**src/hdl/pcf_pkg.sv**
```systemverilog
// ----------------------------------------------------------------------------
// pcf_pkg
// Shared types and codes of the chain force block: configuration register
// indexes, controller states, datapath operations and the control bundles.
// ----------------------------------------------------------------------------
package pcf_pkg;

  localparam int unsigned CFG_IDX_W = 2;

  localparam logic [CFG_IDX_W-1:0] CFG_HARMONIC = 2'd0;
  localparam logic [CFG_IDX_W-1:0] CFG_CUBIC    = 2'd1;
  localparam logic [CFG_IDX_W-1:0] CFG_QUARTIC  = 2'd2;

  typedef enum logic [7:0] {
    ST_IDLE   = 8'b0000_0001,
    ST_LOAD   = 8'b0000_0010,
    ST_MSTART = 8'b0000_0100,
    ST_MWAIT  = 8'b0000_1000,
    ST_ABS    = 8'b0001_0000,
    ST_SETUP  = 8'b0010_0000,
    ST_DIV    = 8'b0100_0000,
    ST_OUT    = 8'b1000_0000
  } ctrl_state_e;

  typedef enum logic [3:0] {
    OP_NONE,
    OP_LOAD_A,
    OP_LOAD_B,
    OP_MUL_START,
    OP_ABS,
    OP_SETUP,
    OP_DIV,
    OP_OUT
  } dp_op_e;

  typedef enum logic [2:0] {
    MS_Q1,
    MS_Q2,
    MS_C1,
    MS_C2,
    MS_T1,
    MS_T2,
    MS_T3
  } mul_step_e;

  localparam mul_step_e MS_LAST = MS_T3;

  typedef struct packed {
    logic      accept;
    dp_op_e    op;
    mul_step_e mstep;
  } dp_cmd_t;

  typedef struct packed {
    logic need_a;
    logic need_b;
    logic mul_done;
    logic div_last;
    logic out_free;
  } dp_status_t;

endpackage

```
**src/hdl/pcf_ctrl.sv**
```systemverilog
// ----------------------------------------------------------------------------
// pcf_ctrl
// Controller: accepts a particle, queues up to two result jobs and steps
// the datapath through multiply, magnitude, divide and output phases.
// ----------------------------------------------------------------------------
module pcf_ctrl
  import pcf_pkg::*;
(
  input  logic       clk_i,
  input  logic       rst_ni,
  input  logic       in_valid_i,
  output logic       in_stall_o,
  input  dp_status_t status_i,
  output dp_cmd_t    cmd_o
);

  ctrl_state_e state_q, state_d;
  mul_step_e   mstep_q, mstep_d;
  logic        pend_a_q, pend_a_d;
  logic        pend_b_q, pend_b_d;

  always_comb begin
    state_d      = state_q;
    mstep_d      = mstep_q;
    pend_a_d     = pend_a_q;
    pend_b_d     = pend_b_q;
    cmd_o.accept = 1'b0;
    cmd_o.op     = OP_NONE;
    cmd_o.mstep  = mstep_q;
    case (state_q)
      ST_IDLE: begin
        if (in_valid_i) begin
          cmd_o.accept = 1'b1;
          pend_a_d     = status_i.need_a;
          pend_b_d     = status_i.need_b;
          if (status_i.need_a || status_i.need_b) begin
            state_d = ST_LOAD;
          end
        end
      end
      ST_LOAD: begin
        if (pend_a_q) begin
          cmd_o.op = OP_LOAD_A;
          pend_a_d = 1'b0;
        end else begin
          cmd_o.op = OP_LOAD_B;
          pend_b_d = 1'b0;
        end
        mstep_d = MS_Q1;
        state_d = ST_MSTART;
      end
      ST_MSTART: begin
        cmd_o.op = OP_MUL_START;
        state_d  = ST_MWAIT;
      end
      ST_MWAIT: begin
        if (status_i.mul_done) begin
          if (mstep_q == MS_LAST) begin
            state_d = ST_ABS;
          end else begin
            mstep_d = mul_step_e'(mstep_q + 1'b1);
            state_d = ST_MSTART;
          end
        end
      end
      ST_ABS: begin
        cmd_o.op = OP_ABS;
        state_d  = ST_SETUP;
      end
      ST_SETUP: begin
        cmd_o.op = OP_SETUP;
        state_d  = ST_DIV;
      end
      ST_DIV: begin
        cmd_o.op = OP_DIV;
        if (status_i.div_last) begin
          state_d = ST_OUT;
        end
      end
      ST_OUT: begin
        if (status_i.out_free) begin
          cmd_o.op = OP_OUT;
          state_d  = (pend_a_q || pend_b_q) ? ST_LOAD : ST_IDLE;
        end
      end
      default: begin
        state_d = ST_IDLE;
      end
    endcase
  end

  always_ff @(posedge clk_i or negedge rst_ni) begin
    if (!rst_ni) begin
      state_q  <= ST_IDLE;
      mstep_q  <= MS_Q1;
      pend_a_q <= 1'b0;
      pend_b_q <= 1'b0;
    end else begin
      state_q  <= state_d;
      mstep_q  <= mstep_d;
      pend_a_q <= pend_a_d;
      pend_b_q <= pend_b_d;
    end
  end

  assign in_stall_o = state_q != ST_IDLE;

endmodule

```
**config.mk**
```make
export PLATFORM = sky130hd
export DESIGN_NAME = pcf_ctrl
export DESIGN_NICKNAME = d
export VERILOG_FILES = /design/src/hdl/pcf_pkg.sv /design/src/hdl/pcf_ctrl.sv
export SDC_FILE = /design/constraint.sdc
export NUM_CORES = 1
export LEC_CHECK = 0
export ABC_AREA = 1
export BUFFER_PORTS_ARGS = -buffer_cell sky130_fd_sc_hd__buf_4
export CAP_MARGIN = 20
export CORE_ASPECT_RATIO = 1.1
export CORE_UTILIZATION = 50
export CTS_CLUSTER_DIAMETER = 120
export CTS_CLUSTER_SIZE = 10
export DETAILED_ROUTE_END_ITERATION = 7
export GPL_ROUTABILITY_DRIVEN = 0
export PLACE_DENSITY = 0.84
export RECOVER_POWER = 100
export SLEW_MARGIN = 20
export SYNTH_ARGS = -nofsm -noshare
export SYNTH_HDL_FRONTEND = slang
export SYNTH_SLANG_ARGS = --single-unit
export TNS_END_PERCENT = 20
```
**constraint.sdc**
```tcl
create_clock -name clk_i -period 2.5 [get_ports clk_i]
set_clock_uncertainty 0.2 [all_clocks]
set_input_delay 0.75 -clock clk_i [delete_from_list [all_inputs] [get_ports clk_i]]
set_output_delay 0.75 -clock clk_i [all_outputs]
set_load 0.005 [all_outputs]
```
* Word-level counts from Yosys, hierarchy flattened
Index checks and enable logic that the tools add are counted.
** Cells by class
- $add $sub $neg :: 1
- Equal/unequal tests :: 17
- Multiplexer cells :: 21
- Reduce and logical (&&, ||, !) cells :: 8
** Operator list (number)
- 8-bit one-hot mux with 8 select lines :: 1
- 8-bit 2-to-1 mux :: 5
- 3-bit one-hot mux with 6 select lines :: 1
- 2-bit inequality test, second input constant :: 7
- 3-bit 2-to-1 mux :: 3
- 8-bit by 1-bit equality test with 1-bit output, second input constant :: 1
- 8-bit by 2-bit equality test with 1-bit output, second input constant :: 1
- 8-bit by 3-bit equality test with 1-bit output, second input constant :: 1
- 8-bit by 4-bit equality test with 1-bit output, second input constant :: 1
- 8-bit by 5-bit equality test with 1-bit output, second input constant :: 1
- 8-bit by 6-bit equality test with 1-bit output, second input constant :: 1
- 8-bit by 7-bit equality test with 1-bit output, second input constant :: 1
- 8-bit equality test, second input constant :: 1
- 8-bit by 1-bit inequality test with 1-bit output, second input constant :: 1
- 3-bit one-hot mux with 2 select lines :: 1
- 3-bit AND reduction :: 2
- 1-bit 2-to-1 mux :: 5
- 5-bit 2-to-1 mux :: 1
- 5-bit AND reduction :: 1
- 2-bit 2-to-1 mux :: 2
- 1-bit one-hot mux with 2 select lines :: 2
- 2-bit nonzero test :: 2
- 3-bit by 1-bit adder with 3-bit output, second input constant :: 1
- 3-bit equality test, second input constant :: 1
- other kinds (2) :: 3
** Word-level totals
- Bits in registers :: 13
- Input bits :: 8
- Output and inout port bits :: 9
- Word-level logic and storage cells :: 51

* Depth between registers and ports, before layout
- Depth in word-level cells :: 4
- Depth in mapped cells :: 11
- Depth with buffers taken out :: 11

* Worst setup path after synthesis
Ideal clock, no wire load.
- Path type :: reg2out
- Start point :: register state_q[0]
- End point :: output cmd_o[4] (netlist name)
- Arrival :: 1.117 ns
- Data required time :: 1.550 ns
- Path slack :: 0.433 ns
- Stages on the path, launching flop included :: 8
- Buffers on the path :: 0
- Cells stage by stage :: dfstp_2 inv_2 nand2_2 nor2_4 nand2_1 nor2_1 a21oi_1 o211ai_1
** RTL lines
- start: declaration :: RTL line pcf_ctrl.sv:17 : ctrl_state_e state_q, state_d;
- start signal: assignment :: RTL line pcf_ctrl.sv:99 : state_q <= state_d;
- end: declaration :: RTL line pcf_ctrl.sv:14 : output dp_cmd_t cmd_o

==> flow_summary.ini <==
[yosys]
synth_cell_types = 26
synthesis.area_um2 = 884.6
syn_avg_cell_area_um2 = 7.561
synth_area_leaders = dfrtp_1 (34%), nand2_1 (13%), nor2_1 (6.4%)
synthCells = 117
synth_top_area_share_pct = 33.95
yosys.area.top_type = dfrtp_1
seq_area_frac_synth_pct = 36.92
yosys_warnings = 0
synth_nets = 127
synth_seq_cells = 13

[clocking]
tritoncts = built
clock_path_buffers = 2
cts-buffers-inserted = 3
path_clk_slew_ns = 0.08
clock_sinks = 13
clock_latency_ns = 0.27
root_buffer = clkbuf_4
cts-htree-levels = 1

[global_routing]
grt_pass1_vias = 731
grt_use_total_pct = 19.98
grt_max_degree = 14
grt-ovfl-total = 0
antenna_found_initial = 0
grt_pass1_wl_um = 2877

[pwr]
ir_drop_uv = 694.2
p_leak_uw = 0.0005689
power_density_nw_per_um2 = 864.1
finalPower_uw = 914.6

[route]
drtPass1Iterations = 8
drc_errors = 0
ant_nets = 0
num_vias = 830
viasPerCell = 5.321
wire_per_inst_um = 11.57
drt_iter0_markers = 15
wirelength_um = 1805

[critical_path]
worstPathRequired_ns = 1.55
crit_top_cell = buf_4
cp.buffers_inverters = 3
end_kind = primary output
critPathArrivalTime_ns = 1.52
path_cells = inv_2, nand2_4, nor2_4, buf_4, a21oi_2, o211ai_1, buf_4
cp_slowest_stage_delay_ns = 0.54
worst-setup-path-type = flip-flop to primary output
cp-start-kind = flip-flop
crit_family = flip-flops
cp_max_fo = 5
cpMaxStageDelayCell = dfstp_2

[sta]
rsz0062_at_grt = yes
finalSetupViolCount = 0
whs_ns = 0.2903
finalHoldViolCount = 0
fmax_mhz = 405.6
fin_crit_ns = 2.466
fin_crit_sh_pct = 98.63
tightest_slew_ns = 0.6953
slew_violations = 0
slew_headroom_pct = 53.65

[finish]
nNetsFinal = 150
synthToLayoutAreaGrowth_pct = 19.66
diodes = 0
drive_gt1_share_pct = 33.81
finish.utilization_pct = 65.58

[worst_hold_path]
min_path_type = input port to async pin

[place]
dp_hpwl_um = 1369
port-buffer-count = 15

[die]
die_w_um = 42.11
num_rows = 15
ios = 17
initial_core_util_pct = 54.81
die_area_um2 = 1942
core-area_um2 = 1614
die_h_um = 46.12

[run_status]
status = completed

[flow_run]
drv_cap = 0
synth_stat cells (all sizes together):
| cell | number |
|---|---|
| nand2 | 42 |
| nor2 | 19 |
| inv | 16 |
| dfrtp | 12 |
| o21ai | 8 |
| nand3 | 5 |
| a21oi | 2 |
| ha | 2 |
| buf | 1 |
| clkinv | 1 |
| conb | 1 |
| dfstp | 1 |
| nand3b | 1 |
| nand4 | 1 |
| nor3 | 1 |
| o2111ai | 1 |
| o211ai | 1 |
| o21a | 1 |
| xor2 | 1 |
metal layers:
layer  vias to the layer above  global-route usage (%)  part of all wire (%)
met5                         -                       0                     0
li1                        405                       -                     -
met4                         0                   5.625                   2.4
met1                       380                   22.17                    39
met2                        36                   38.75                    53
met3                         9                   4.706                   5.5
flip-flops by register name, indices dropped and copies added (netlist names):
signal / count
mstep_q: 3
pend_a_q: 1
pend_b_q: 1
state_q: 8
layout make-up:
| class | count | area, um2 |
|---|---|---|
| tap | 17 | 21.27 |
| sequential | 13 | 326.6 |
| clock buffer | 4 | 26.28 |
| inverter | 17 | 68.82 |
| timing repair buffer | 19 | 135.1 |
| fill | 142 | 555.5 |
| multi-input combinational | 86 | 480.5 |
power by group:
| group | internal [uW] | switching (uW) |
|---|---|---|
| clock | 61.8 | 66.2 |
| sequential | 265 | 32.2 |
| combinational | 203 | 287 |
final timing paths:
path	from	slack, ns	depth (start not counted)	end
max	state_q[0]	0.03	7	cmd_o[4]
min	rst_ni	0.29	1	pend_b_q
max reg2reg	state_q[7]	0.68	11	mstep_q[2]
min reg2reg	mstep_q[1]	0.34	2	mstep_q[1]
max in group asynchronous	rst_ni	1.37	1	mstep_q[2]
min in group clk_i	mstep_q[1]	0.34	2	mstep_q[1]
what timing repair did:
action / CTS / global route
endpoints found under the setup margin: 2 / 2
gates resized for setup: 4 / 3
pin swaps: 1 / 4
hold buffers: 0 / 0
buffers inserted: 0 / 4
cells by family after synthesis:
logic type	share of synthesized area, %
and+or+nand+nor	41.44
buffers and inverters	8.629
AOI/OAI and AO/OA	8.770
DFF	36.92
adders and majority gates	2.828
xor gates and xnor gates	0.9903
other	0.4239
per-stage QoR:
stage          cells  cell area, um2  setup WS [ns]  setup TNS, ns
2_1_floorplan    117           884.6         0.4326              0
3_3_place_gp     148            1011         0.1888              0
3_5_place_dp     148            1011         0.1243              0
4_1_cts          152            1051       0.002323              0
5_1_grt          156            1059       -0.01916       -0.02252
6_report         156            1059        0.03431              0
layout by cell type (no fill, tap or decap), types with 2 or more instances in the layout:
cell      count
nand2_2       7
buf_4        12
inv_1         9
o21ai_0       5
clkbuf_1      3
nor2_4        4
nand2_1      32
nor2_1       13
dfrtp_1      12
nand3_1       5
clkbuf_4      8
nand2_4       3
inv_2         7
o21ai_1       2
ha_1          2
No activity file was read; power rests on OpenSTA's default activity.
